<file path="src/rtl/pulse_beat_rate_detector_defines.svh">
// ----------------------------------------------------------------------------
// Pulse beat rate detector assertion macros
// Shared property wrappers; they expect clk and rst_n in scope.
// ----------------------------------------------------------------------------
`ifndef PULSE_BEAT_RATE_DETECTOR_DEFINES_SVH
`define PULSE_BEAT_RATE_DETECTOR_DEFINES_SVH

// Same-cycle implication under reset.
`define PBRD_ASSERT_IMP(label, cond, prop) \
    label: assert property (@(posedge clk) disable iff (!rst_n) (cond) |-> (prop)) \
        else $error("pbrd same-cycle check failed");

// Next-cycle implication under reset.
`define PBRD_ASSERT_NXT(label, cond, prop) \
    label: assert property (@(posedge clk) disable iff (!rst_n) (cond) |=> (prop)) \
        else $error("pbrd next-cycle check failed");

`endif

</file>
<file path="src/rtl/pbrd_pkg.sv">
// ----------------------------------------------------------------------------
// Pulse beat rate detector package
// Widths, sizes, register indexes, reset values and the configuration type.
// ----------------------------------------------------------------------------
package pbrd_pkg;

    localparam int WINDOW_LEN  = 8;
    localparam int HISTORY_LEN = 4;

    localparam int SAMPLE_W    = 18;
    localparam int TIME_W      = 32;
    localparam int TIMEOUT_W   = 16;
    localparam int GAIN_W      = 9;
    localparam int GAIN_FRAC   = 8;
    localparam int INTERVAL_W  = 12;
    localparam int RATE_W      = 8;

    localparam int WIN_AW      = (WINDOW_LEN > 1) ? $clog2(WINDOW_LEN) : 1;
    localparam int WIN_SUM_W   = SAMPLE_W + $clog2(WINDOW_LEN + 1);
    localparam int HIST_AW     = (HISTORY_LEN > 1) ? $clog2(HISTORY_LEN) : 1;
    localparam int HIST_CNT_W  = $clog2(HISTORY_LEN + 1);
    localparam int HIST_SUM_W  = INTERVAL_W + $clog2(HISTORY_LEN + 1);
    localparam int PROD_W      = SAMPLE_W + GAIN_W;
    localparam int THR_W       = PROD_W - GAIN_FRAC;

    localparam int DIV_W       = 16;
    localparam int DIV_CNT_W   = $clog2(DIV_W);

    localparam logic [DIV_W-1:0]  RATE_NUM = 16'd60000;
    localparam logic [RATE_W-1:0] RATE_MAX = 8'd255;

    localparam int CFG_IDX_W   = 3;
    localparam int CFG_DATA_W  = 18;

    localparam logic [CFG_IDX_W-1:0] CFG_PRESENCE = 3'd0;
    localparam logic [CFG_IDX_W-1:0] CFG_TIMEOUT  = 3'd1;
    localparam logic [CFG_IDX_W-1:0] CFG_GAIN     = 3'd2;
    localparam logic [CFG_IDX_W-1:0] CFG_SHORTEST = 3'd3;
    localparam logic [CFG_IDX_W-1:0] CFG_LONGEST  = 3'd4;

    localparam logic [SAMPLE_W-1:0]   RST_PRESENCE = 18'd50000;
    localparam logic [TIMEOUT_W-1:0]  RST_TIMEOUT  = 16'd2000;
    localparam logic [GAIN_W-1:0]     RST_GAIN     = 9'd261;
    localparam logic [INTERVAL_W-1:0] RST_SHORTEST = 12'd300;
    localparam logic [INTERVAL_W-1:0] RST_LONGEST  = 12'd1500;

    typedef struct packed {
        logic [SAMPLE_W-1:0]   presence_level;
        logic [TIMEOUT_W-1:0]  beat_timeout_ms;
        logic [GAIN_W-1:0]     threshold_gain;
        logic [INTERVAL_W-1:0] shortest_interval_ms;
        logic [INTERVAL_W-1:0] longest_interval_ms;
    } pbrd_cfg_t;

endpackage

</file>
<file path="src/rtl/pbrd_if.sv">
// ----------------------------------------------------------------------------
// Pulse beat rate detector channel interfaces
// Valid/ready channels for samples, results and register writes.
// ----------------------------------------------------------------------------
interface pbrd_sample_if;
    logic                          valid;
    logic                          ready;
    logic [pbrd_pkg::SAMPLE_W-1:0] ir_sample;
    logic [pbrd_pkg::TIME_W-1:0]   now_ms;

    modport source (output valid, output ir_sample, output now_ms, input ready);
    modport sink   (input valid, input ir_sample, input now_ms, output ready);
endinterface

interface pbrd_result_if;
    logic                        valid;
    logic                        ready;
    logic [pbrd_pkg::RATE_W-1:0] beats_per_minute;
    logic                        beat_found;
    logic                        finger_absent;
    logic                        beat_timed_out;

    modport source (output valid, output beats_per_minute, output beat_found,
                    output finger_absent, output beat_timed_out, input ready);
    modport sink   (input valid, input beats_per_minute, input beat_found,
                    input finger_absent, input beat_timed_out, output ready);
endinterface

interface pbrd_cfg_if;
    logic                            valid;
    logic                            ready;
    logic [pbrd_pkg::CFG_IDX_W-1:0]  index;
    logic [pbrd_pkg::CFG_DATA_W-1:0] data;

    modport source (output valid, output index, output data, input ready);
    modport sink   (input valid, input index, input data, output ready);
endinterface

</file>
<file path="src/rtl/pbrd_cfg_regs.sv">
// ----------------------------------------------------------------------------
// Pulse beat rate detector configuration registers
// Decodes register write transactions into the configuration struct.
// ----------------------------------------------------------------------------
module pbrd_cfg_regs (
    input  logic                 clk,
    input  logic                 rst_n,
    pbrd_cfg_if.sink             cfg,
    output pbrd_pkg::pbrd_cfg_t  cfg_val
);

    pbrd_pkg::pbrd_cfg_t cfg_reg;
    pbrd_pkg::pbrd_cfg_t cfg_next;

    assign cfg.ready = 1'b1;
    assign cfg_val   = cfg_reg;

    always_comb
    begin
        cfg_next = cfg_reg;
        if (cfg.valid)
        begin
            unique case (cfg.index)
                pbrd_pkg::CFG_PRESENCE:
                    cfg_next.presence_level = cfg.data[pbrd_pkg::SAMPLE_W-1:0];
                pbrd_pkg::CFG_TIMEOUT:
                    cfg_next.beat_timeout_ms = cfg.data[pbrd_pkg::TIMEOUT_W-1:0];
                pbrd_pkg::CFG_GAIN:
                    cfg_next.threshold_gain = cfg.data[pbrd_pkg::GAIN_W-1:0];
                pbrd_pkg::CFG_SHORTEST:
                    cfg_next.shortest_interval_ms = cfg.data[pbrd_pkg::INTERVAL_W-1:0];
                pbrd_pkg::CFG_LONGEST:
                    cfg_next.longest_interval_ms = cfg.data[pbrd_pkg::INTERVAL_W-1:0];
                default:
                    cfg_next = cfg_reg;
            endcase
        end
    end

    always_ff @(posedge clk or negedge rst_n)
    begin
        if (!rst_n)
        begin
            cfg_reg.presence_level       <= pbrd_pkg::RST_PRESENCE;
            cfg_reg.beat_timeout_ms      <= pbrd_pkg::RST_TIMEOUT;
            cfg_reg.threshold_gain       <= pbrd_pkg::RST_GAIN;
            cfg_reg.shortest_interval_ms <= pbrd_pkg::RST_SHORTEST;
            cfg_reg.longest_interval_ms  <= pbrd_pkg::RST_LONGEST;
        end
        else
        begin
            cfg_reg <= cfg_next;
        end
    end

endmodule

</file>
<file path="src/rtl/pbrd_divider.sv">
// ----------------------------------------------------------------------------
// Pulse beat rate detector divider
// Restoring unsigned divider, one quotient bit per cycle.
// ----------------------------------------------------------------------------
module pbrd_divider (
    input  logic                       clk,
    input  logic                       rst_n,
    input  logic                       start,
    input  logic [pbrd_pkg::DIV_W-1:0] dividend,
    input  logic [pbrd_pkg::DIV_W-1:0] divisor,
    output logic                       done,
    output logic [pbrd_pkg::DIV_W-1:0] quotient
);

    logic                           busy_reg, busy_next;
    logic                           done_reg, done_next;
    logic [pbrd_pkg::DIV_CNT_W-1:0] cnt_reg, cnt_next;
    logic [pbrd_pkg::DIV_W-1:0]     rem_reg, rem_next;
    logic [pbrd_pkg::DIV_W-1:0]     quo_reg, quo_next;
    logic [pbrd_pkg::DIV_W-1:0]     dvs_reg, dvs_next;
    logic [pbrd_pkg::DIV_W:0]       shifted;
    logic [pbrd_pkg::DIV_W:0]       diff;
    logic                           fits;

    // The dividend shifts out of the quotient register into the remainder.
    assign shifted = {rem_reg, quo_reg[pbrd_pkg::DIV_W-1]};
    assign fits    = shifted >= {1'b0, dvs_reg};
    assign diff    = shifted - {1'b0, dvs_reg};

    assign done     = done_reg;
    assign quotient = quo_reg;

    always_comb
    begin
        busy_next = busy_reg;
        done_next = 1'b0;
        cnt_next  = cnt_reg;
        rem_next  = rem_reg;
        quo_next  = quo_reg;
        dvs_next  = dvs_reg;
        if (start && !busy_reg)
        begin
            busy_next = 1'b1;
            cnt_next  = pbrd_pkg::DIV_CNT_W'(pbrd_pkg::DIV_W - 1);
            rem_next  = '0;
            quo_next  = dividend;
            dvs_next  = divisor;
        end
        else if (busy_reg)
        begin
            rem_next = fits ? diff[pbrd_pkg::DIV_W-1:0] : shifted[pbrd_pkg::DIV_W-1:0];
            quo_next = {quo_reg[pbrd_pkg::DIV_W-2:0], fits};
            cnt_next = cnt_reg - 1'b1;
            if (cnt_reg == '0)
            begin
                busy_next = 1'b0;
                done_next = 1'b1;
            end
        end
    end

    always_ff @(posedge clk or negedge rst_n)
    begin
        if (!rst_n)
        begin
            busy_reg <= 1'b0;
            done_reg <= 1'b0;
            cnt_reg  <= '0;
        end
        else
        begin
            busy_reg <= busy_next;
            done_reg <= done_next;
            cnt_reg  <= cnt_next;
        end
    end

    always_ff @(posedge clk)
    begin
        rem_reg <= rem_next;
        quo_reg <= quo_next;
        dvs_reg <= dvs_next;
    end

endmodule

</file>
<file path="src/rtl/pulse_beat_rate_detector.sv">
// ----------------------------------------------------------------------------
// Pulse beat rate detector. With no finger or a stale beat, S_EVAL goes
// straight to S_OUT; else S_THR and S_CMP follow, then S_DIV1 if an interval
// is recorded and S_DIV2 unless the mean interval is zero (two 16-step shared
// divisions). One sample at a time; S_OUT waits while a result is unread.
// Reset restores register defaults and clears control and valid-bit state.
// ----------------------------------------------------------------------------
`include "pulse_beat_rate_detector_defines.svh"

module pulse_beat_rate_detector (
    input  logic        clk,
    input  logic        rst_n,
    pbrd_sample_if.sink sample_in,
    pbrd_result_if.source result_out,
    pbrd_cfg_if.sink    cfg
);

    typedef enum logic [6:0] {
        S_IDLE = 7'b0000001,
        S_EVAL = 7'b0000010,
        S_THR  = 7'b0000100,
        S_CMP  = 7'b0001000,
        S_DIV1 = 7'b0010000,
        S_DIV2 = 7'b0100000,
        S_OUT  = 7'b1000000
    } state_t;

    state_t state_reg, state_next;

    pbrd_pkg::pbrd_cfg_t cfg_val;

    logic [pbrd_pkg::SAMPLE_W-1:0]   sample_reg, sample_next;
    logic [pbrd_pkg::TIME_W-1:0]     now_reg, now_next;

    // Sample window memory with per-entry valid bits and a running sum.
    logic [pbrd_pkg::SAMPLE_W-1:0]   win_mem [pbrd_pkg::WINDOW_LEN];
    logic [pbrd_pkg::SAMPLE_W-1:0]   win_rd_reg;
    logic                            win_we;
    logic [pbrd_pkg::WINDOW_LEN-1:0] win_valid_reg, win_valid_next;
    logic [pbrd_pkg::WIN_AW-1:0]     wptr_reg, wptr_next;
    logic [pbrd_pkg::WIN_SUM_W-1:0]  win_sum_reg, win_sum_next;

    // Interval history memory with a running total.
    logic [pbrd_pkg::INTERVAL_W-1:0] hist_mem [pbrd_pkg::HISTORY_LEN];
    logic [pbrd_pkg::INTERVAL_W-1:0] hist_rd_reg;
    logic                            hist_we;
    logic [pbrd_pkg::HIST_AW-1:0]    hptr_reg, hptr_next;
    logic [pbrd_pkg::HIST_CNT_W-1:0] hcnt_reg, hcnt_next;
    logic [pbrd_pkg::HIST_SUM_W-1:0] hist_sum_reg, hist_sum_next;

    logic                            above_reg, above_next;
    logic                            beat_valid_reg, beat_valid_next;
    logic [pbrd_pkg::TIME_W-1:0]     last_beat_reg, last_beat_next;
    logic [pbrd_pkg::RATE_W-1:0]     rate_reg, rate_next;
    logic [pbrd_pkg::PROD_W-1:0]     prod_reg, prod_next;
    logic                            found_reg, found_next;
    logic                            absent_reg, absent_next;
    logic                            tmo_reg, tmo_next;

    logic                            out_valid_reg, out_valid_next;
    logic [pbrd_pkg::RATE_W-1:0]     out_bpm_reg, out_bpm_next;
    logic                            out_found_reg, out_found_next;
    logic                            out_absent_reg, out_absent_next;
    logic                            out_tmo_reg, out_tmo_next;

    logic                            div_start;
    logic [pbrd_pkg::DIV_W-1:0]      div_dividend;
    logic [pbrd_pkg::DIV_W-1:0]      div_divisor;
    logic                            div_done;
    logic [pbrd_pkg::DIV_W-1:0]      div_quo;

    logic [pbrd_pkg::TIME_W-1:0]     elapsed;
    logic [pbrd_pkg::SAMPLE_W-1:0]   old_sample;
    logic [pbrd_pkg::SAMPLE_W-1:0]   win_avg;
    logic [pbrd_pkg::THR_W-1:0]      thr;
    logic [pbrd_pkg::THR_W-1:0]      sample_wide;
    logic                            interval_ok;
    logic                            hist_full;
    logic                            out_load;

    pbrd_cfg_regs u_cfg_regs (
        .clk     (clk),
        .rst_n   (rst_n),
        .cfg     (cfg),
        .cfg_val (cfg_val)
    );

    pbrd_divider u_divider (
        .clk      (clk),
        .rst_n    (rst_n),
        .start    (div_start),
        .dividend (div_dividend),
        .divisor  (div_divisor),
        .done     (div_done),
        .quotient (div_quo)
    );

    assign sample_in.ready             = (state_reg == S_IDLE);
    assign result_out.valid            = out_valid_reg;
    assign result_out.beats_per_minute = out_bpm_reg;
    assign result_out.beat_found       = out_found_reg;
    assign result_out.finger_absent    = out_absent_reg;
    assign result_out.beat_timed_out   = out_tmo_reg;

    assign elapsed     = now_reg - last_beat_reg;
    assign old_sample  = win_valid_reg[wptr_reg] ? win_rd_reg : '0;
    assign win_avg     = pbrd_pkg::SAMPLE_W'(win_sum_reg / pbrd_pkg::WINDOW_LEN);
    assign thr         = pbrd_pkg::THR_W'(prod_reg >> pbrd_pkg::GAIN_FRAC);
    assign sample_wide = pbrd_pkg::THR_W'(sample_reg);
    assign interval_ok = beat_valid_reg
                      && (elapsed >= pbrd_pkg::TIME_W'(cfg_val.shortest_interval_ms))
                      && (elapsed <= pbrd_pkg::TIME_W'(cfg_val.longest_interval_ms));
    assign hist_full   = (hcnt_reg == pbrd_pkg::HIST_CNT_W'(pbrd_pkg::HISTORY_LEN));
    assign out_load    = (state_reg == S_OUT) && (!out_valid_reg || result_out.ready);

    always_comb
    begin
        state_next      = state_reg;
        sample_next     = sample_reg;
        now_next        = now_reg;
        win_we          = 1'b0;
        win_valid_next  = win_valid_reg;
        wptr_next       = wptr_reg;
        win_sum_next    = win_sum_reg;
        hist_we         = 1'b0;
        hptr_next       = hptr_reg;
        hcnt_next       = hcnt_reg;
        hist_sum_next   = hist_sum_reg;
        above_next      = above_reg;
        beat_valid_next = beat_valid_reg;
        last_beat_next  = last_beat_reg;
        rate_next       = rate_reg;
        prod_next       = prod_reg;
        found_next      = found_reg;
        absent_next     = absent_reg;
        tmo_next        = tmo_reg;
        div_start       = 1'b0;
        div_dividend    = '0;
        div_divisor     = '0;
        out_valid_next  = out_valid_reg && !result_out.ready;
        out_bpm_next    = out_bpm_reg;
        out_found_next  = out_found_reg;
        out_absent_next = out_absent_reg;
        out_tmo_next    = out_tmo_reg;

        unique case (state_reg)
            S_IDLE:
            begin
                if (sample_in.valid)
                begin
                    sample_next = sample_in.ir_sample;
                    now_next    = sample_in.now_ms;
                    state_next  = S_EVAL;
                end
            end
            S_EVAL:
            begin
                found_next  = 1'b0;
                absent_next = 1'b0;
                tmo_next    = 1'b0;
                if (sample_reg < cfg_val.presence_level)
                begin
                    // No finger: drop the window and every beat record.
                    win_valid_next  = '0;
                    wptr_next       = '0;
                    win_sum_next    = '0;
                    hptr_next       = '0;
                    hcnt_next       = '0;
                    hist_sum_next   = '0;
                    above_next      = 1'b0;
                    beat_valid_next = 1'b0;
                    last_beat_next  = '0;
                    rate_next       = '0;
                    absent_next     = 1'b1;
                    state_next      = S_OUT;
                end
                else if (beat_valid_reg
                         && (elapsed > pbrd_pkg::TIME_W'(cfg_val.beat_timeout_ms)))
                begin
                    // Stale beat: the window survives, the beat state does not.
                    hptr_next       = '0;
                    hcnt_next       = '0;
                    hist_sum_next   = '0;
                    above_next      = 1'b0;
                    beat_valid_next = 1'b0;
                    last_beat_next  = '0;
                    rate_next       = '0;
                    tmo_next        = 1'b1;
                    state_next      = S_OUT;
                end
                else
                begin
                    win_we                   = 1'b1;
                    win_valid_next[wptr_reg] = 1'b1;
                    win_sum_next = win_sum_reg - pbrd_pkg::WIN_SUM_W'(old_sample)
                                 + pbrd_pkg::WIN_SUM_W'(sample_reg);
                    wptr_next = (wptr_reg == pbrd_pkg::WIN_AW'(pbrd_pkg::WINDOW_LEN - 1))
                              ? '0 : wptr_reg + 1'b1;
                    state_next = S_THR;
                end
            end
            S_THR:
            begin
                prod_next  = pbrd_pkg::PROD_W'(win_avg)
                           * pbrd_pkg::PROD_W'(cfg_val.threshold_gain);
                state_next = S_CMP;
            end
            S_CMP:
            begin
                state_next = S_OUT;
                if (!above_reg && (sample_wide > thr))
                begin
                    above_next      = 1'b1;
                    last_beat_next  = now_reg;
                    beat_valid_next = 1'b1;
                    if (interval_ok)
                    begin
                        hist_we    = 1'b1;
                        found_next = 1'b1;
                        hptr_next  = (hptr_reg == pbrd_pkg::HIST_AW'(pbrd_pkg::HISTORY_LEN - 1))
                                   ? '0 : hptr_reg + 1'b1;
                        // Below full, the pointer equals the count, so the
                        // slot being written holds no counted interval yet.
                        if (hist_full)
                        begin
                            hist_sum_next = hist_sum_reg
                                          - pbrd_pkg::HIST_SUM_W'(hist_rd_reg)
                                          + pbrd_pkg::HIST_SUM_W'(elapsed[pbrd_pkg::INTERVAL_W-1:0]);
                        end
                        else
                        begin
                            hist_sum_next = hist_sum_reg
                                          + pbrd_pkg::HIST_SUM_W'(elapsed[pbrd_pkg::INTERVAL_W-1:0]);
                            hcnt_next     = hcnt_reg + 1'b1;
                        end
                        div_start    = 1'b1;
                        div_dividend = pbrd_pkg::DIV_W'(hist_sum_next);
                        div_divisor  = pbrd_pkg::DIV_W'(hcnt_next);
                        state_next   = S_DIV1;
                    end
                end
                else if (above_reg && (sample_wide < thr))
                begin
                    above_next = 1'b0;
                end
            end
            S_DIV1:
            begin
                if (div_done)
                begin
                    if (div_quo == '0)
                    begin
                        rate_next  = pbrd_pkg::RATE_MAX;
                        state_next = S_OUT;
                    end
                    else
                    begin
                        div_start    = 1'b1;
                        div_dividend = pbrd_pkg::RATE_NUM;
                        div_divisor  = div_quo;
                        state_next   = S_DIV2;
                    end
                end
            end
            S_DIV2:
            begin
                if (div_done)
                begin
                    rate_next  = (div_quo > pbrd_pkg::DIV_W'(pbrd_pkg::RATE_MAX))
                               ? pbrd_pkg::RATE_MAX : div_quo[pbrd_pkg::RATE_W-1:0];
                    state_next = S_OUT;
                end
            end
            S_OUT:
            begin
                if (out_load)
                begin
                    out_valid_next  = 1'b1;
                    out_bpm_next    = rate_reg;
                    out_found_next  = found_reg;
                    out_absent_next = absent_reg;
                    out_tmo_next    = tmo_reg;
                    state_next      = S_IDLE;
                end
            end
            default:
            begin
                state_next = S_IDLE;
            end
        endcase
    end

    always_ff @(posedge clk or negedge rst_n)
    begin
        if (!rst_n)
        begin
            state_reg      <= S_IDLE;
            win_valid_reg  <= '0;
            wptr_reg       <= '0;
            win_sum_reg    <= '0;
            hptr_reg       <= '0;
            hcnt_reg       <= '0;
            hist_sum_reg   <= '0;
            above_reg      <= 1'b0;
            beat_valid_reg <= 1'b0;
            last_beat_reg  <= '0;
            rate_reg       <= '0;
            out_valid_reg  <= 1'b0;
        end
        else
        begin
            state_reg      <= state_next;
            win_valid_reg  <= win_valid_next;
            wptr_reg       <= wptr_next;
            win_sum_reg    <= win_sum_next;
            hptr_reg       <= hptr_next;
            hcnt_reg       <= hcnt_next;
            hist_sum_reg   <= hist_sum_next;
            above_reg      <= above_next;
            beat_valid_reg <= beat_valid_next;
            last_beat_reg  <= last_beat_next;
            rate_reg       <= rate_next;
            out_valid_reg  <= out_valid_next;
        end
    end

    always_ff @(posedge clk)
    begin
        sample_reg     <= sample_next;
        now_reg        <= now_next;
        prod_reg       <= prod_next;
        found_reg      <= found_next;
        absent_reg     <= absent_next;
        tmo_reg        <= tmo_next;
        out_bpm_reg    <= out_bpm_next;
        out_found_reg  <= out_found_next;
        out_absent_reg <= out_absent_next;
        out_tmo_reg    <= out_tmo_next;
    end

    // The pointers do not move between accept and use, so the registered
    // read data always belongs to the entry about to be replaced.
    always_ff @(posedge clk)
    begin
        if (win_we)
        begin
            win_mem[wptr_reg] <= sample_reg;
        end
        win_rd_reg <= win_mem[wptr_reg];
    end

    always_ff @(posedge clk)
    begin
        if (hist_we)
        begin
            hist_mem[hptr_reg] <= elapsed[pbrd_pkg::INTERVAL_W-1:0];
        end
        hist_rd_reg <= hist_mem[hptr_reg];
    end

    `PBRD_ASSERT_IMP(a_absent_zero_rate, out_valid_reg && out_absent_reg, out_bpm_reg == '0)
    `PBRD_ASSERT_IMP(a_found_nonzero_rate, out_valid_reg && out_found_reg, out_bpm_reg != '0)
    `PBRD_ASSERT_IMP(a_single_flag, out_valid_reg,
        $countones({out_found_reg, out_absent_reg, out_tmo_reg}) <= 1)
    `PBRD_ASSERT_NXT(a_load_shows, out_load, out_valid_reg && (state_reg == S_IDLE))

endmodule
</file>
<file path="src/flat_wrapper.sv">
// flat-port wrapper written by rule: the top's interface ports become plain ports
module pulse_beat_rate_detector_flat 
  (clk, rst_n, sample_in_valid, sample_in_ir_sample, sample_in_now_ms, sample_in_ready, result_out_valid, result_out_beats_per_minute, result_out_beat_found, result_out_finger_absent, result_out_beat_timed_out, result_out_ready, cfg_valid, cfg_index, cfg_data, cfg_ready);
  pbrd_sample_if sample_in_i ();
  pbrd_result_if result_out_i ();
  pbrd_cfg_if cfg_i ();
  input  logic clk;
  input  logic rst_n;
  input wire logic [$bits(sample_in_i.valid)-1:0] sample_in_valid;
  input wire logic [$bits(sample_in_i.ir_sample)-1:0] sample_in_ir_sample;
  input wire logic [$bits(sample_in_i.now_ms)-1:0] sample_in_now_ms;
  output wire logic [$bits(sample_in_i.ready)-1:0] sample_in_ready;
  output wire logic [$bits(result_out_i.valid)-1:0] result_out_valid;
  output wire logic [$bits(result_out_i.beats_per_minute)-1:0] result_out_beats_per_minute;
  output wire logic [$bits(result_out_i.beat_found)-1:0] result_out_beat_found;
  output wire logic [$bits(result_out_i.finger_absent)-1:0] result_out_finger_absent;
  output wire logic [$bits(result_out_i.beat_timed_out)-1:0] result_out_beat_timed_out;
  input wire logic [$bits(result_out_i.ready)-1:0] result_out_ready;
  input wire logic [$bits(cfg_i.valid)-1:0] cfg_valid;
  input wire logic [$bits(cfg_i.index)-1:0] cfg_index;
  input wire logic [$bits(cfg_i.data)-1:0] cfg_data;
  output wire logic [$bits(cfg_i.ready)-1:0] cfg_ready;
  assign sample_in_i.valid = sample_in_valid;
  assign sample_in_i.ir_sample = sample_in_ir_sample;
  assign sample_in_i.now_ms = sample_in_now_ms;
  assign sample_in_ready = sample_in_i.ready;
  assign result_out_valid = result_out_i.valid;
  assign result_out_beats_per_minute = result_out_i.beats_per_minute;
  assign result_out_beat_found = result_out_i.beat_found;
  assign result_out_finger_absent = result_out_i.finger_absent;
  assign result_out_beat_timed_out = result_out_i.beat_timed_out;
  assign result_out_i.ready = result_out_ready;
  assign cfg_i.valid = cfg_valid;
  assign cfg_i.index = cfg_index;
  assign cfg_i.data = cfg_data;
  assign cfg_ready = cfg_i.ready;
  pulse_beat_rate_detector u_core (.clk(clk), .rst_n(rst_n), .sample_in(sample_in_i), .result_out(result_out_i), .cfg(cfg_i));
endmodule
</file>
<file path="config.mk">
export PLATFORM = sky130hd
export DESIGN_NAME = pulse_beat_rate_detector_flat
export DESIGN_NICKNAME = d
export VERILOG_FILES = /design/src/rtl/pbrd_pkg.sv /design/src/rtl/pbrd_if.sv /design/src/rtl/pbrd_cfg_regs.sv /design/src/rtl/pbrd_divider.sv /design/src/rtl/pulse_beat_rate_detector.sv /design/src/flat_wrapper.sv
export VERILOG_INCLUDE_DIRS = /design/src /design/src/rtl
export SDC_FILE = /design/constraint.sdc
export NUM_CORES = 1
export LEC_CHECK = 0
export ABC_AREA = 1
export BUFFER_PORTS_ARGS = -buffer_cell sky130_fd_sc_hd__buf_2
export CAP_MARGIN = 40
export CELL_PAD_IN_SITES_DETAIL_PLACEMENT = 1
export CELL_PAD_IN_SITES_GLOBAL_PLACEMENT = 1
export CORE_UTILIZATION = 49
export DETAILED_ROUTE_END_ITERATION = 7
export GPL_TIMING_DRIVEN = 0
export HOLD_SLACK_MARGIN = 0.05
export PLACE_DENSITY_LB_ADDON = 0.1
export REMOVE_ABC_BUFFERS = 1
export SLEW_MARGIN = 10
export SYNTH_ARGS = -nofsm -noshare
export SYNTH_HDL_FRONTEND = slang
export SYNTH_SLANG_ARGS = --single-unit
export TNS_END_PERCENT = 100
</file>
<file path="constraint.sdc">
create_clock -name clk -period 7.3 [get_ports clk]
set_clock_uncertainty 0.2 [all_clocks]
set_input_delay 1.46 -clock clk [delete_from_list [all_inputs] [get_ports clk]]
set_output_delay 1.46 -clock clk [all_outputs]
set_load 0.02 [all_outputs]
</file>
==> flow_metrics.py, run 1 <==
metrics = {
    "grt": {
        "grt_pass1_vias": 27833,
        "grtUsageTotal_pct": 28.1,
        "grt_pass1_wl_mm": 150,
        "grt.overflow.total": 0,
        "antenna_found_initial": 0,
        "grt_start_max_net_pins": 64,
    },
    "cts": {
        "cts_max_level": 2,
        "cts_buffers": 59,
        "cts.sinks": 528,
        "cts_buffer_depth": 3,
        "cts_tree": "done",
        "clkSlewWorstSetupHoldPaths_ns": 0.06,
        "cts-root-buf": "clkbuf_16",
        "clk_latency_ns": 0.67,
        "cts_setup_buffers": 0,
        "cts_repair_resize_count": 0,
        "hold_buffers": 0,
    },
    "sta": {
        "worst_pin_slew_ns": 0.956,
        "final_hold_viol_count": 0,
        "rsz0062_at_grt": "no",
        "period_share_pct": 86.6,
        "fmaxAchievable_mhz": 158,
        "final.setup.tns_ns": 0,
        "slew_violations": 0,
        "fin_crit_ns": 6.33,
        "slew-limit-headroom_pct": 36.3,
        "final-setup-viol-count": 0,
        "fin_hold_ws_ns": 0.249,
    },
    "yosys": {
        "seq_area_frac_synth_pct": 44.2,
        "synth_seq_cells": 528,
        "synth_cell_types": 61,
        "syn_avg_cell_area_um2": 8.76,
        "synth_edf_count": 307,
        "yosysWarnings": 0,
        "syn_area_um2": 32900,
        "synth_top_area_cell": "edfxtp_1",
        "yosys-top-cells-count": "983 x nand2_1, 684 x inv_1, 307 x edfxtp_1",
        "ys.flop_type": "edfxtp_1",
        "ys_async_sr_fraction_pct": 33.1,
        "synth_most_common_cell": "nand2_1",
        "synth.area.top_cells": "edfxtp_1 28%, dfrtp_1 11%, nand2_1 11%, fa_1 8.8%, ha_1 8.5%",
        "netlist_instances": 3756,
        "synth_top_area_share_pct": 28.0,
    },
    "power": {
        "comb_power_share_pct": 42.6,
        "p_leak_nw": 17.7,
        "seqPwrFrac_pct": 32.9,
        "worst_ir_drop_vdd_uv": 209,
        "internal-power_mw": 7.34,
        "switching_share_pct": 41.1,
        "p_per_area_nw_per_um2": 338,
        "switchingPower_mw": 5.11,
        "power_frac_clock_pct": 24.4,
    },
    "detailed_routing": {
        "remaining_drc_errors": 10,
        "antenna_left": 0,
        "post_drt_wl_per_cell_um": 19.7,
        "dr_total_vias": 25840,
        "dr.pass1.iters": 8,
        "viasPerCell": 5.43,
        "drt_wl_total_mm": 93.9,
        "drtIter0Drc": 1412,
    },
    "final_layout": {
        "areaGrowthSynthToFinish_pct": 11.8,
        "largest_register_ffs": 144,
        "regMostFlops": "u_core.win_mem",
        "drive_gt1_share_pct": 8.00,
        "nets": 4292,
    },
    "worst_setup_path": {
        "end_kind": "flop",
        "reg2reg_depth": 22,
        "rrSetupSlack_ns": 0.97,
        "crit_end": "u_core.hist_sum_reg[13]$_DFFE_PN0P_",
        "crit_fanout": 20,
        "cp.required_ns": 7.63,
        "r2r-start": "u_core.now_reg[0]$_DFFE_PP_",
        "startpoint": "u_core.now_reg[0]$_DFFE_PP_",
        "crit_type": "reg2reg",
        "worstPathArrival_ns": 6.66,
        "rr_endpoint": "u_core.hist_sum_reg[13]$_DFFE_PN0P_",
        "startpoint_type": "flop",
    },
    "floorplan": {
        "start_util_pct": 49.8,
        "num_io_pins": 90,
        "chipHeight_um": 261,
        "die_w_um": 261,
        "fp-row-count": 94,
        "die-area_um2": 68200,
        "design.core.area_um2": 66100,
    },
    "min_path": {
        "hold_path_class": "reg2reg",
    },
    "placed_design": {
        "io_buffers": 88,
        "place.gp.congestion": 0.892,
        "hpwl_mm": 71.7,
    },
    "status": {
        "status": "complete, but fails checks",
        "failed_checks": "design-rule violations",
    },
    "flow_run": {
        "drv_cap": 0,
    },
}
## worst max-delay path, cell delays in order, from the launching register on
cell,delay [ns]
edfxtp_1,0.44
inv_1,0.10
ha_1,0.14
inv_1,0.09
fa_1,0.44
nand3_1,0.13
nand3_2,0.12
nand2_1,0.09
nand2_1,0.08
xor2_1,0.54
buf_4,0.28
ha_1,0.15
nand4_1,0.12
nor3_1,0.21
nor3_1,0.07
o211ai_1,0.17
a21boi_0,0.23
nor3_4,0.50
nand3_1,0.34
a21boi_2,0.67
nand2_1,0.74
nand2_1,0.27
nand2_1,0.08
## final cells by class
type                       instances  area [um^2]
timing repair buffer             144         1200
multi-input combinational       2427        15400
clock buffer                      77         1560
fill                            7712        29300
antenna                            1         2.50
sequential                       528        14600
inverter                         688         2580
clock inverter                    34          419
tap                              864         1080
## per-layer routing
metal | share of wire [%] | GRT usage (%) | up-vias
li1 | - | - | 12285
met1 | 44 | 37.1 | 12919
met2 | 49 | 49.1 | 497
met3 | 4.0 | 3.07 | 139
met4 | 2.3 | 7.78 | 0
met5 | 0 | 0 | -
## cell families (layout without fill, tap and decap cells)
| kind of cell | Yosys count | count (layout) | share of synthesized area, % |
|---|---|---|---|
| AOI/OAI and AO/OA | 541 | 541 | 9.49 |
| xor gates and xnor gates | 55 | 55 | 1.46 |
| adders and majority gates | 368 | 368 | 17.3 |
| buffers and inverters | 801 | 943 | 9.31 |
| DFF | 528 | 528 | 44.2 |
| muxes | 1 | 1 | 0.0304 |
| other | 1 | 2 | 0.0114 |
| and+or+nand+nor | 1461 | 1461 | 18.2 |
## cells in the final DEF, fill, tap and decap left out, types with 15 or more instances in the layout
cell and count:
nand3_1 109, dfstp_2 27, or2_2 15, buf_4 26, a22oi_1 20, dfxtp_1 46
inv_1 684, fa_1 145, a22o_1 18, a221oi_1 19, nor2_2 15, xor2_1 36
a21oi_1 175, o22ai_1 17, clkbuf_16 59, nor2_1 220, clkbuf_1 16, nand2_1 981
buf_2 88, ha_1 223, clkinv_1 15, nor3_1 26, xnor2_1 19, nand4_1 43
o21ai_0 218, dfrtp_1 148, edfxtp_1 307
## through the flow
step / area [um^2] / utilization, % / power (mW) / setup slack, ns / std cells
3_3_place_gp: 34000 / 51.4 / 8.99 / -1.01 / 4595
6_report: 36800 / 55.7 / 12.5 / 0.975 / 4763
5_1_grt: 36800 / 55.7 / 13.4 / 0.637 / 4762
4_1_cts: 36800 / 55.6 / 12.5 / 1.00 / 4760
2_1_floorplan: 32400 / - / 7.65 / 2.26 / 3643
3_5_place_dp: 34800 / 52.6 / 9.41 / 0.970 / 4649
## worst min path at each step
stage | from | endpoint | slack, ns | depth (start not counted)
6_report | u_core.absent_reg$_DFFE_PP_ | u_core.result_out.finger_absent$_DFFE_PP_ | 0.25 | 0
5_1_grt | u_core.absent_reg$_DFFE_PP_ | u_core.result_out.finger_absent$_DFFE_PP_ | 0.26 | 0
4_1_cts | u_core.rate_reg[3]$_DFFE_PN0P_ | u_core.result_out.beats_per_minute[3]$_DFFE_PP_ | 0.25 | 0
3_5_place_dp | u_core.rate_reg[2]$_DFFE_PN0P_ | u_core.result_out.beats_per_minute[2]$_DFFE_PP_ | 0.25 | 0
3_3_place_gp | u_core.rate_reg[4]$_DFFE_PN0P_ | u_core.result_out.beats_per_minute[4]$_DFFE_PP_ | 0.24 | 0
2_1_floorplan | u_core.found_reg$_DFFE_PP_ | u_core.result_out.beat_found$_DFFE_PP_ | 0.20 | 0
## power by group through the flow
stage | Clock, mW | Combinational, mW | Sequential (mW)
5_1_grt | 3.19 | 6.06 | 4.13
3_5_place_dp | 0 | 5.26 | 4.14
2_1_floorplan | 0 | 3.73 | 3.92
3_3_place_gp | 0 | 4.86 | 4.13
4_1_cts | 3.10 | 5.34 | 4.09
6_report | 3.04 | 5.31 | 4.10
No activity file was read; power rests on OpenSTA's default activity.
==> run 2: changes to the inputs <==
--- a/config.mk
+++ b/config.mk
@@ -11,7 +11,8 @@
 export CAP_MARGIN = 40
 export CELL_PAD_IN_SITES_DETAIL_PLACEMENT = 1
 export CELL_PAD_IN_SITES_GLOBAL_PLACEMENT = 1
-export CORE_UTILIZATION = 49
+export CORE_UTILIZATION = 51
+export CTS_BUF_LIST = sky130_fd_sc_hd__clkbuf_8
 export DETAILED_ROUTE_END_ITERATION = 7
 export GPL_TIMING_DRIVEN = 0
 export HOLD_SLACK_MARGIN = 0.05
==> flow_metrics.py, run 2 (synthesized netlist as in run 1, its figures left out) <==
metrics = {
    "worst_setup_path": {
        "crit_type": "reg2reg",
        "path_buf_inv": 1,
        "reg2reg_depth": 23,
        "rr_endpoint": "u_core.hcnt_reg[0]$_DFFE_PN0P_",
        "cp.required_ns": 7.68,
        "r2r-start": "u_core.now_reg[2]$_DFFE_PP_",
        "end_kind": "flop",
        "worstPathArrival_ns": 6.26,
        "startpoint_type": "flop",
        "critPathTopFamily": "simple AND/OR/NAND/NOR gates",
        "crit_chain": "ha_1, nand2_1, nand2_1, inv_2, nand2_2, nand2_1, nand2_2, nand2_1, nand2_1, xor2_1, ha_1, nand2_1, nor2_1, a211oi_1, nand2_1, nand2_1, nand3_1, nor3_4, nand3_1, a21boi_2, nand2_1, nand2_1, nand2_1",
        "slowest_stage": "nand2_1",
        "rrSetupSlack_ns": 1.42,
        "slowest_delay_ns": 0.70,
        "crit_fanout": 20,
        "worst_path_most_repeated_cell": "nand2_1",
    },
    "cts": {
        "clk_latency_ns": 0.72,
        "cts_buffer_depth": 3,
        "hold_buffers": 0,
        "cts-root-buf": "clkbuf_8",
        "clkSlewWorstSetupHoldPaths_ns": 0.06,
        "cts_max_level": 3,
        "cts_buffers": 92,
        "cts_tree": "done",
        "cts_setup_buffers": 0,
        "cts_repair_resize_count": 0,
        "cts.sinks": 528,
    },
    "detailed_routing": {
        "drt_wl_total_mm": 94.5,
        "drtIter0Drc": 1360,
        "antenna_left": 0,
        "viasPerCell": 5.46,
        "dr_total_vias": 26236,
        "post_drt_wl_per_cell_um": 19.7,
        "remaining_drc_errors": 0,
        "dr.pass1.iters": 5,
    },
    "final_layout": {
        "largest_register_ffs": 144,
        "mostFrequentLayoutCells": "981 x nand2_1, 715 x inv_1, 307 x edfxtp_1, 223 x ha_1, 220 x nor2_1",
        "areaGrowthSynthToFinish_pct": 11.5,
        "stdcell_count": 4808,
        "regMostFlops": "u_core.win_mem",
        "mostFrequentLayoutCell": "nand2_1",
        "drive_gt1_share_pct": 9.16,
        "nets": 4325,
        "fin_area_um2": 36700,
        "fillers": 7460,
    },
    "power": {
        "p_per_area_nw_per_um2": 334,
        "p_leak_nw": 17.8,
        "switching_share_pct": 42.5,
        "power_frac_clock_pct": 22.8,
        "totalPowerFinal_mw": 12.3,
        "switchingPower_mw": 5.21,
        "comb_power_share_pct": 43.7,
        "internal-power_mw": 7.05,
        "seqPwrFrac_pct": 33.5,
        "worst_ir_drop_vdd_uv": 158,
    },
    "sta": {
        "slew-limit-headroom_pct": 35.9,
        "worst_pin_slew_ns": 0.956,
        "slew_violations": 0,
        "period_share_pct": 80.5,
        "layout_setup_ws_ns": 1.42,
        "final-setup-viol-count": 0,
        "fmaxAchievable_mhz": 170,
        "fin_crit_ns": 5.88,
        "final.setup.tns_ns": 0,
        "final_hold_viol_count": 0,
        "rsz0062_at_grt": "no",
    },
    "min_path": {
        "hold_end": "u_core.result_out.finger_absent$_DFFE_PP_",
        "hold_path_class": "reg2reg",
        "hold_depth": 0,
        "hold_start": "u_core.absent_reg$_DFFE_PP_",
    },
    "floorplan": {
        "start_util_pct": 51.9,
        "die-area_um2": 65600,
        "design.core.area_um2": 63400,
        "num_io_pins": 90,
        "die_w_um": 256,
        "fp-row-count": 92,
        "chipHeight_um": 256,
    },
    "grt": {
        "grt_pass1_vias": 28589,
        "antenna_found_initial": 1,
        "grt_pass1_wl_mm": 151,
        "grt_start_max_net_pins": 94,
        "grtUsageTotal_pct": 29.2,
        "grt.overflow.total": 0,
    },
    "placed_design": {
        "pre_cts_ws_ns": 1.54,
        "place.gp.congestion": 0.898,
        "hpwl_mm": 70.7,
        "io_buffers": 88,
        "post-place-cells": 4630,
        "placed_cell_area_um2": 34800,
    },
    "flow_run": {
        "drv_cap": 0,
    },
    "status": {
        "status": "complete, no violations",
    },
}
==> run 2: metrics by stage <==
stage               util [%]  hold WS (ns)
floorplan                  -         0.200
finish                  57.9         0.251
detailed placement      54.8         0.239
global placement        53.5         0.233
CTS                     57.8         0.242
global route            57.9         0.255
==> run 2: cell type report <==
type | instances | area, um^2 | area share, %
Sequential cell | 528 | 14600 | 39.6
Inverter | 688 | 2580 | 7.04
Multi-Input combinational cell | 2427 | 15400 | 41.9
Clock inverter | 65 | 410 | 1.12
Tap cell | 846 | 1060 | 2.88
Timing Repair Buffer | 144 | 1210 | 3.30
Antenna cell | 1 | 2.50 | 0.00682
Clock buffer | 109 | 1500 | 4.09
==> run 2: power groups by stage <==
| stage | Sequential [mW] | Combinational (mW) | Clock [mW] |
|---|---|---|---|
| 2_1_floorplan | 3.92 | 3.73 | 0 |
| 3_3_place_gp | 4.13 | 4.86 | 0 |
| 3_5_place_dp | 4.14 | 5.31 | 0 |
| 4_1_cts | 4.10 | 5.37 | 2.85 |
| 5_1_grt | 4.14 | 6.06 | 2.97 |
| 6_report | 4.11 | 5.36 | 2.80 |
==> run 2: worst max path at each step <==
stage | start | end | slack [ns] | cells after the start
final | u_core.now_reg[2]$_DFFE_PP_ | u_core.hcnt_reg[0]$_DFFE_PN0P_ | 1.42 | 23
after detailed placement | u_core.wptr_reg[2]$_DFFE_PN0P_ | u_core.win_sum_reg[19]$_DFFE_PN0P_ | 1.54 | 24
after floorplan | u_core.wptr_reg[0]$_DFFE_PN0P_ | u_core.win_sum_reg[16]$_DFFE_PN0P_ | 2.26 | 21
after CTS | u_core.now_reg[2]$_DFFE_PP_ | u_core.hcnt_reg[0]$_DFFE_PN0P_ | 1.47 | 23
after global routing | u_core.now_reg[2]$_DFFE_PP_ | u_core.hcnt_reg[0]$_DFFE_PN0P_ | 1.02 | 23
after global placement | u_core.state_reg[4]$_DFFE_PN0P_ | u_core.hist_mem[0][2]$_DFFE_PP_ | -0.71 | 7
==> run 2: worst reg2reg max path, cell delays in order, from the launching register on <==
cell and delay [ns]:
edfxtp_1 0.46, ha_1 0.44, nand2_1 0.09, nand2_1 0.11, inv_2 0.05, nand2_2 0.09, nand2_1 0.07, nand2_2 0.11
nand2_1 0.06, nand2_1 0.09, xor2_1 0.67, ha_1 0.39, nand2_1 0.09, nor2_1 0.05, a211oi_1 0.26, nand2_1 0.09
nand2_1 0.06, nand3_1 0.10, nor3_4 0.42, nand3_1 0.30, a21boi_2 0.54, nand2_1 0.70, nand2_1 0.25, nand2_1 0.08
==> run 2: routing by layer <==
| layer | track usage (%) | vias up | wire (um) |
|---|---|---|---|
| li1 | - | 12345 | - |
| met1 | 37.8 | 13168 | 41600 |
| met2 | 51.6 | 569 | 46800 |
| met3 | 3.60 | 154 | 4100 |
| met4 | 7.90 | 0 | 2000 |
| met5 | 0 | - | 0 |
